[src/rtl/core/lrcr_pkg.sv]
// Package for the loop roll capture and replay block: register indexes,
// register widths and reset values, and the status bundle of the position unit.
// No dependencies.
`timescale 1ns / 1ps

package lrcr_pkg;

   // Configuration register map.
   localparam int CSR_INDEX_W = 1;
   localparam int CSR_DATA_W  = 17;
   localparam logic [CSR_INDEX_W-1:0] CSR_WET_GAIN    = 1'b0;
   localparam logic [CSR_INDEX_W-1:0] CSR_LOOP_FRAMES = 1'b1;

   // Register widths and reset values.
   localparam int WET_W    = 9;
   localparam int FRAMES_W = 17;
   localparam logic [WET_W-1:0]    WET_FULL        = 9'd256;
   localparam logic [WET_W-1:0]    WET_GAIN_RST    = 9'd256;
   localparam logic [FRAMES_W-1:0] LOOP_FRAMES_RST = 17'd22050;

   // Mix arithmetic: the gain is a fraction of 2**MIX_SHIFT.
   localparam int MIX_SHIFT = 8;

   // Status of the play position reduction unit.
   typedef struct packed {
      logic busy;
      logic done;
   } mod_stat_type;

endpackage

[src/rtl/core/lrcr_pos_mod.sv]
// Restoring remainder unit: reduces the play position modulo the loop length,
// one dividend bit per cycle. Depends on lrcr_pkg.
`timescale 1ns / 1ps

module lrcr_pos_mod #(
   parameter int POS_W = 16
) (
   input  logic                   clock,
   input  logic                   reset,
   input  logic                   start,
   input  logic [POS_W-1:0]       numer,
   input  logic [POS_W:0]         divisor,
   output logic [POS_W-1:0]       remainder,
   output lrcr_pkg::mod_stat_type stat
);

   localparam int CNT_W = $clog2(POS_W + 1);

   logic             busy_ff, busy_in;
   logic [CNT_W-1:0] cnt_ff, cnt_in;
   logic [POS_W-1:0] num_ff, num_in;
   logic [POS_W-1:0] rem_ff, rem_in;
   logic [POS_W:0]   trial;
   logic             last_step;

   // The partial remainder stays below the divisor, so the shifted trial value
   // always fits one bit more than the position.
   assign trial     = {rem_ff, num_ff[POS_W-1]};
   assign last_step = (cnt_ff == CNT_W'(POS_W - 1));

   always_comb begin
      busy_in = busy_ff;
      cnt_in  = cnt_ff;
      num_in  = num_ff;
      rem_in  = rem_ff;
      if (start) begin
         busy_in = 1'b1;
         cnt_in  = '0;
         num_in  = numer;
         rem_in  = '0;
      end else if (busy_ff) begin
         num_in = {num_ff[POS_W-2:0], 1'b0};
         if (trial >= divisor) begin
            rem_in = POS_W'(trial - divisor);
         end else begin
            rem_in = trial[POS_W-1:0];
         end
         cnt_in = cnt_ff + CNT_W'(1);
         if (last_step) begin
            busy_in = 1'b0;
         end
      end
   end

   always_ff @(posedge clock) begin
      if (reset) begin
         busy_ff <= 1'b0;
         cnt_ff  <= '0;
      end else begin
         busy_ff <= busy_in;
         cnt_ff  <= cnt_in;
      end
      num_ff <= num_in;
      rem_ff <= rem_in;
   end

   assign remainder = rem_in;
   assign stat.busy = busy_ff;
   assign stat.done = busy_ff && last_step && !start;

endmodule

[config.mk]
export PLATFORM = sky130hd
export DESIGN_NAME = lrcr_pos_mod
export DESIGN_NICKNAME = d
export VERILOG_FILES = /design/src/rtl/core/lrcr_pkg.sv /design/src/rtl/core/lrcr_pos_mod.sv
export SDC_FILE = /design/constraint.sdc
export NUM_CORES = 1
export LEC_CHECK = 0
export BUFFER_PORTS_ARGS = -buffer_cell sky130_fd_sc_hd__buf_4
export CORE_MARGIN = 3
export CORE_UTILIZATION = 30
export CTS_CLUSTER_DIAMETER = 150
export DETAILED_ROUTE_END_ITERATION = 10
export SLEW_MARGIN = 20
export SYNTH_ARGS = -nofsm -noshare
export SYNTH_HDL_FRONTEND = slang
export SYNTH_SLANG_ARGS = --single-unit
[constraint.sdc]
create_clock -name clock -period 3.5 [get_ports clock]
set_input_delay 0.175 -clock clock [delete_from_list [all_inputs] [get_ports clock]]
set_output_delay 0.175 -clock clock [all_outputs]
set_load 0.05 [all_outputs]
=== Word-level counts from Yosys, hierarchy flattened ===
Cells that the tools add are included.

* Reduce and logical (&&, ||, !) cells: 5
* Equality and inequality tests: 1
* Order comparisons: 1
* Add/sub/neg operators: 2
* Multiplexer cells: 8

{| class="wikitable"
|+ Operators with widths
! operator !! count
|-
| two-way mux 16 bit || 5
|-
| greater-or-equal comparator 17 bit || 1
|-
| subtractor 16 bit || 1
|-
| adder 5 x 1 -> 5 bit (second input constant) || 1
|-
| equality test 5 x 4 -> 1 bit (second input constant) || 1
|-
| two-way mux 1 bit || 3
|-
| logical AND 1 bit || 2
|-
| nonzero test 2 bit || 1
|-
| OR reduction 2 bit || 1
|-
| zero test 1 bit || 1
|}

* Bits in registers: 38
* Bits of input ports: 36
* Output and inout port bits: 18

=== Depth between registers and ports, before layout ===
Gate-level depths: netlist of the first run.

* Word-level depth: 4
* Gate-level depth with buffers: 10
* Gate-level depth less buffers: 10

=== Worst setup path after synthesis of the first run ===
Ideal clock, no wire load.

* Path kind: register to register
* Start: reg rem_ff[3]
* End: reg rem_ff[7]
* Required time: 3.238 ns
* Cell stages (with the launch flop): 9
* Path slack: -0.162 ns
* Data arrival time: 3.400 ns
* Cell sequence: dfxtp_1 -> ha_1 -> nand2_1 -> a211o_1 -> a2111o_1 -> a31oi_4 -> buf_8 -> nand3_2 -> a311oi_1

* Cells in the longest elaborated chain, start to end: 4
* Elaborated cells on any way between the ends: 5
* Those cells by class: add/sub (1); order compare (1); mux (3)

{| class="wikitable"
|+ RTL lines
! what !! RTL line !! source
|-
| start: declaration || lrcr_pos_mod.sv:22 || <nowiki>logic [POS_W-1:0] rem_ff, rem_in;</nowiki>
|-
| start signal: assignment || lrcr_pos_mod.sv:64 || <nowiki>rem_ff <= rem_in;</nowiki>
|-
| subtractor 16 bit / greater-or-equal comparator 17 bit (equally long branches) || lrcr_pos_mod.sv:44, lrcr_pos_mod.sv:43 ||
|-
| two-way mux 16 bit (*) || lrcr_pos_mod.sv:43 || <nowiki>if (trial >= divisor) begin</nowiki>
|-
| two-way mux 16 bit (*) || lrcr_pos_mod.sv:41 || <nowiki>end else if (busy_ff) begin</nowiki>
|-
| two-way mux 16 bit (*) || lrcr_pos_mod.sv:36 || <nowiki>if (start) begin</nowiki>
|-
| net remainder[7] || lrcr_pos_mod.sv:13 || <nowiki>output logic [POS_W-1:0] remainder,</nowiki>
|}

Mark *: on every way through the listed nets, which the timed path passes. The rest lies on a longest branch.
A chain may end at the register's enable or synchronous reset.

=== Worst setup path in the final report of the first run ===
* Start: reg rem_ff[3]
* End: out remainder[11]

* Cells in the longest elaborated chain, start to end: 4
* Elaborated cells on any way between the ends: 5
* Those cells by class: add/sub (1); order compare (1); mux (3)

{| class="wikitable"
|+ RTL lines
! what !! RTL line
|-
| subtractor 16 bit / greater-or-equal comparator 17 bit (equally long branches) || lrcr_pos_mod.sv:44, lrcr_pos_mod.sv:43
|-
| two-way mux 16 bit (*) || lrcr_pos_mod.sv:43
|-
| two-way mux 16 bit (*) || lrcr_pos_mod.sv:41
|-
| two-way mux 16 bit (*) || lrcr_pos_mod.sv:36
|-
| end: declaration || lrcr_pos_mod.sv:13
|}

Mark *: on every way between the ends. The rest lies on a longest branch, timed or not.

==> summary.md, run 1 <==
| Metric | Value |
|---|---|
| Max_cap viols | `0` |
| Vias | `between 2000 and 2500` |
| Run status | `finished, final reports clean` |
| Period utilisation layout | `94.5%` |
| GRT Total Usage | `between 10% and 20%` |
| Core footprint | `8420 µm²` |
| Post-Synth Adder-Cell Area | `9.71%` |
| Share of synthesized flip-flops with an asynchronous set or reset | `0%` |
| Synth Area in Simple Gates | `14.3%` |
| Crit path kind | `flop to primary output` |
| Post-CTS Setup Inserts | `0` |
| Yosys warning total | `0` |
| Routed wire per std cell | `15.0 µm` |
| CTS Buffer Depth | `2` |
| Die area | `10000 µm²` |
| Commonest non-fill, non-tap cell in the layout | `buf_4` |
| Clk_lat worst skew | `0.30 ns` |
| Yosys top cell by area | `edfxtp_1` |
| Row cnt | `33` |
| Compound-Gate Fraction of Synth Area | `20.5%` |
| Main synth FF type | `dfxtp_1` |
| Synth Area in XOR/XNOR | `3.63%` |
| Sum of negative setup slack | `0 ns` |
| Final Net Count | `389` |
| Worst setup EP type | `primary output` |
| Drt drc | `0` |
| Pre-Repair DR Iteration Count | `4` |
| Crit start category | `flop` |
| CTS Hold Bufs | `0` |
| Area grow syn2layout | `23.6%` |
| Die width | `100 µm` |
| CP required | `3.32 ns` |
| WHS | `approximately 0.085 ns` |
| CP most frequent cell | `buf_4` |
| Peak VDD IR | `177 µV` |
| RSZ-0062 raised after global routing | `false` |
| Final wirelength | `6.58 mm` |
| Yosys reg bits | `38` |
| Largest net degree at the start of global routing | `31` |
| Fin crit period | `3.31 ns` |
| Slew Limit Fails | `0` |
| Mux cell area share after synthesis | `9.75%` |
| Final hold violations | `0` |
| Worst slew pin tran | `0.899 ns` |
| DR iter-0 viols | `117` |
| Antenna diode instance count | `0` |
| Pwr Density | `377 nW/µm²` |
| Initial antenna violation count | `0` |
| PostCTS Resize Cnt | `0` |
| Sequential area share after synthesis | `a little over a third` |
| Cells after Synth | `280` |
| Final Skew | `0.00779 ns` |
| Global-route wire length before repair | `roughly 11 mm` |
| Placed Cells | `431` |
| Layout cells sized above 1 | `roughly 28%` |
| Cell Count, Final, Fillers Out | `439` |
| CTS Buf Count | `5` |
| Slew HR | `39.8%` |
| Initial core utilization | `approximately a third` |
| Tightest Hold Check Type | `input pin to flop` |
| # setup viols final | `0` |
| CP peak stage delay | `0.50 ns` |
| Cells along the critical path | `ha_1 > nand2_1 > a211o_1 > a2111o_1 > a31oi_4 > buf_4 > nand3_2 > a311oi_2 > buf_4` |
| Leak Pwr | `0.00139 µW` |
| Vias in the first global route | `2242` |
| Total gr overflow | `0` |
| DP HPWL | `a little over 5 mm` |
| Number of synthesized flops with an enable pin | `16` |
| Reg clk slew, reported paths | `0.08 ns` |
| Die height | `roughly 100 µm` |
| CTS tree | `yes` |
| Root buffer cell | `clkbuf_8` |
| DR vias/cell | `5.17` |
| CP Max Fanout | `7` |
| Netlist cell types | `60` |
| Commonest cells after routing, fill and taps aside | `buf_4 (58), inv_1 (26), nand2_1 (22), dfxtp_1 (22), ha_1 (19)` |
| I/O pins | `54` |
| Clock net sink count | `38` |
| Synth top area share | `18.1%` |
| Placer Congestion | `~0.87` |
| Synth Cell Area | `around 2700 µm²` |
| H-Tree Depth | `2` |
| CP max-delay cell | `a2111o_1` |
| Final ANT Viol Nets | `0` |
| Fmax achieved | `between 300 and 400 MHz` |
| Main combinational cell family by area after synthesis | `compound AO/OA/AOI/OAI gates` |
| Synth Net Count | `approximately 340` |
| Area contributors post-synth | `edfxtp_1 (18%), dfxtp_1 (17%), ha_1 (9.0%)` |
| Syn_area_per_cell | `9.48 µm²` |
| PortBufs | `53` |
| Critical Path AT | `3.13 ns` |
==> layout make-up <==
| class | count | area [µm²] |
|---|---|---|
| repair buffers | 58 | 435 |
| fillers | 874 | 5140 |
| flip-flops and latches | 38 | 921 |
| multi-input cells | 204 | 1560 |
| clock inverters | 3 | 68.8 |
| well taps | 105 | 131 |
| inverters | 26 | 97.6 |
| clock buffers | 5 | 68.8 |
==> cells in the mapped netlist (all sizes together) (4+ instances only) <==
master	count
nor2	17
o221ai	5
mux2	15
edfxtp	16
nand3	8
a21oi	11
o21ai	14
buf	8
dfxtp	22
xnor2	8
a21o	7
nand2b	4
inv	26
clkbuf	4
nand2	22
ha	19
mux2i	9
nor3	5
==> through the flow <==
step	setup WS [ns]	instance area (µm²)	total power, µW	util (%)
6_report	0.193	3280	1240	39.0
5_1_grt	0.00136	3280	1300	39.0
4_1_cts	0.150	3280	1250	39.0
3_5_place_dp	0.491	3140	797	37.3
3_3_place_gp	0.508	3140	792	37.3
2_1_floorplan	0.000327	2680	716	-
==> routing by layer <==
layer  vias to the layer above  global-route usage [%]  wire, µm
met3                        10                    3.41       333
met1                      1073                    17.2      2950
met2                        49                    21.9      3190
met5                         -                       0         0
met4                         0                    3.32        96
li1                       1137                       -         -
==> worst paths after layout <==
check / start / end / slack (ns) / depth (start not counted)
worst min-delay path: reset / cnt_ff[3] / 0.08 / 2
worst max-delay path: rem_ff[3] / remainder[11] / 0.19 / 9
worst min register to register: cnt_ff[4] / cnt_ff[4] / 0.51 / 2
worst max register to register: rem_ff[3] / rem_ff[11] / 0.82 / 8
==> registers in the layout, indices dropped and copies added, names as in the netlist <==
signal and cells:
cnt_ff 5, rem_ff 16, num_ff 16, busy_ff 1
==> critical path, delay by kind of cell (launching register included) <==
| kind | cells | cell delay (ns) |
|---|---|---|
| AOI/OAI and AO/OA | 4 | 1.49 |
| adders and majority gates | 1 | 0.36 |
| buffers and inverters | 2 | 0.48 |
| DFF | 1 | 0.33 |
| and+or+nand+nor | 2 | 0.16 |
==> cells by family after synthesis <==
family          count (synthesis)
simple gates                   76
compound gates                 73
buf+inv                        38
flops                          38
mux                            24
fa+ha+maj                      20
xor+xnor                       11
==> power by group <==
part,switching [µW],internal (µW),total [µW]
logic,151,121,272
registers,18.8,495,514
clock network,165,286,451
No activity file was read; power rests on OpenSTA's default activity.
==> run 2, diff against run 1 <==
SETUP_SLACK_MARGIN = 0.2   (was not set)
TNS_END_PERCENT = 30   (was not set)
==> run 2 against run 1 <==
Critical path type unchanged. Sequential power is essentially flat. Register-to-register slack gained 0.11 ns. Wire length grew 0.93%. Sequential share of layout area shrank 0.42 points. Critical endpoint is now remainder[5]. Count of clock-buffer cells in the layout is the same.
==> summary.md, run 2 (synthesis gave the netlist of run 1 again) <==
| Metric | Value |
|---|---|
| Die area | `10000 µm² (unchanged)` |
| Crit path kind | `flop to primary output (unchanged)` |
| CTS Hold Bufs | `0 (unchanged)` |
| Worst setup EP type | `primary output (unchanged)` |
| Tightest Hold Check Type | `input pin to flop (unchanged)` |
| Worst reg2reg setup slack | `0.93 ns (was 0.82 ns)` |
| Slew Limit Fails | `0 (unchanged)` |
| Root buffer cell | `clkbuf_8 (unchanged)` |
| Routed wire per std cell | `15.0 µm (about the same)` |
| Commonest cells after routing, fill and taps aside | `buf_4 (59), inv_1 (26), nand2_1 (22), dfxtp_1 (22) (was buf_4 (58), inv_1 (26), nand2_1 (22), dfxtp_1 (22), ha_1 (19))` |
| DP HPWL | `5.13 mm (unchanged)` |
| PortBufs | `53 (unchanged)` |
| Global-route wire length before repair | `10.7 mm (about the same)` |
| Worst setup path start | `rem_ff[13] (was rem_ff[3])` |
| Final Net Count | `391 (was 389)` |
| Reg2reg start | `rem_ff[5] (was rem_ff[3])` |
| CTS Buffer Depth | `2 (unchanged)` |
| Commonest non-fill, non-tap cell in the layout | `buf_4 (unchanged)` |
| Worst slew pin tran | `0.887 ns (was 0.899 ns)` |
| CP Max Fanout | `6 (was 7)` |
| Die width | `100 µm (unchanged)` |
| FF-to-FF path depth | `8 (unchanged)` |
| Final Skew | `0.00768 ns (was 0.00779 ns)` |
| Antenna diode instance count | `0 (unchanged)` |
| Final ANT Viol Nets | `0 (unchanged)` |
| Leak Pwr | `0.00140 µW (was 0.00139 µW)` |
| WHS | `0.0825 ns (was 0.0850 ns)` |
| Core footprint | `8420 µm² (unchanged)` |
| Clk_lat worst skew | `0.30 ns (about the same)` |
| Max_cap viols | `0 (unchanged)` |
| Vias in the first global route | `2250 (was 2242)` |
| Levels on crit path | `10 (was 9)` |
| CTS Buf Count | `5 (unchanged)` |
| Fmax achieved | `317 MHz (was 302 MHz)` |
| Period utilisation layout | `90.2% (was 94.5%)` |
| Drt drc | `0 (unchanged)` |
| Run status | `finished, final reports clean (unchanged)` |
| Fin crit period | `3.16 ns (was 3.31 ns)` |
| CP top delay family | `compound AO/OA/AOI/OAI gates (unchanged)` |
| RR Endpoint | `rem_ff[7] (was rem_ff[11])` |
| Routed length on met2 | `3.21 mm (was 3.19 mm)` |
| I/O pins | `54 (unchanged)` |
| Highest routed layer | `met4 (unchanged)` |
| RSZ-0062 raised after global routing | `true (was false)` |
| CTS tree | `yes (unchanged)` |
| Final hold violations | `0 (unchanged)` |
| Layout cells sized above 1 | `29.5% (was 28.1%)` |
| Row cnt | `33 (unchanged)` |
| Final Util | `39.6% (was 39.0%)` |
| M1 wire length | `3.01 mm (was 2.95 mm)` |
| Clock net sink count | `38 (unchanged)` |
| Crit start category | `flop (unchanged)` |
| Slew HR | `40.7% (was 39.8%)` |
| GRT Total Usage | `13.2% (about the same)` |
| Placer Congestion | `0.870 (unchanged)` |
| Area grow syn2layout | `25.5% (was 23.6%)` |
| Crit path buf inv count | `3 (was 2)` |
| Critical Path AT | `2.98 ns (was 3.13 ns)` |
| Cells along the critical path | `ha_1 > a21o_1 > a21o_1 > a211oi_1 > a31oi_4 > buf_4 > buf_4 > mux2i_1 > o21ai_0 > buf_4 (was ha_1 > nand2_1 > a211o_1 > a2111o_1 > a31oi_4 > buf_4 > nand3_2 > a311oi_2 > buf_4)` |
| Initial core utilization | `31.5% (unchanged)` |
| Final wirelength | `6.64 mm (was 6.58 mm)` |
| Crit path to | `remainder[5] (was remainder[11])` |
| CP required | `3.32 ns (about the same)` |
| DR vias/cell | `5.19 (was 5.17)` |
| CP peak stage delay | `0.43 ns (was 0.50 ns)` |
| Pre-Repair DR Iteration Count | `4 (unchanged)` |
| Initial antenna violation count | `0 (unchanged)` |
| Reg clk slew, reported paths | `0.08 ns (about the same)` |
| CP max-delay cell | `a211oi_1 (was a2111o_1)` |
| CP most frequent cell | `buf_4 (unchanged)` |
| Met3 wire len | `320 µm (was 333 µm)` |
| Die height | `100 µm (unchanged)` |
| Vias | `2287 (was 2269)` |
| Largest net degree at the start of global routing | `31 (unchanged)` |
| Pwr Density | `374 nW/µm² (was 377 nW/µm²)` |
| # setup viols final | `0 (unchanged)` |
| Sum of negative setup slack | `0 ns (unchanged)` |
| H-Tree Depth | `2 (unchanged)` |
| Top Registers | `num_ff (16), rem_ff (16), cnt_ff (5) (unchanged)` |
| DR iter-0 viols | `117 (unchanged)` |
| Total gr overflow | `0 (unchanged)` |
| Peak VDD IR | `177 µV (about the same)` |
## run 2: cell types whose count changed in the layout (fill, tap and decap cells not counted)
cell      delta
a221oi_2     +1
o21ai_1      +2
a221oi_1     -1
o21ai_0      -2
ha_1         -2
ha_4         +2
buf_4        +1
buf_6        +1
## run 2: worst min-delay path by stage
stage	startpoint	slack, ns	cells after the start	to
floorplan	reset	0.25	1	busy_ff
global placement	reset	0.40	2	busy_ff
detailed placement	reset	0.40	2	cnt_ff[1]
CTS	reset	0.08	2	cnt_ff[1]
global route	reset	0.07	2	cnt_ff[0]
finish	reset	0.08	2	cnt_ff[3]
## run 2: metal layers
layer / vias up / GRT usage [%]
met2: 55 / 21.9
li1: 1145 / -
met1: 1077 / 17.2
met5: - / 0
met4: 0 / 3.42
met3: 10 / 3.41
## run 2: what timing repair did
action,in CTS,in global routing
gates cloned,0,0
setup buffers,2,0
pin swaps,1,3
setup endpoints to repair,3,10
gates resized for setup,0,6
## run 2: power breakdown
part           switching (µW)  leakage (µW)  internal [µW]
combinational             153      0.000993            126
clock                     167     0.0000683            286
sequential               19.3      0.000341            495
total                     339       0.00140            906
## run 2: through the flow
stage | cells | total power (µW) | worst slack (ns) | cell area, µm²
finish | 441 | 1250 | 0.344 | 3330
global route | 441 | 1310 | 0.181 | 3330
CTS | 441 | 1250 | 0.240 | 3300
detailed placement | 431 | 797 | 0.491 | 3140
global placement | 431 | 792 | 0.508 | 3140
floorplan | 280 | 716 | 0.000327 | 2680
## run 2: final cells by class
type                       instances  area, µm²
timing repair buffer              60        454
clock buffer                       5       68.8
sequential                        38        921
fill                             876       5090
inverter                          26       97.6
clock inverter                     3       68.8
tap                              105        131
multi-input combinational        204       1590
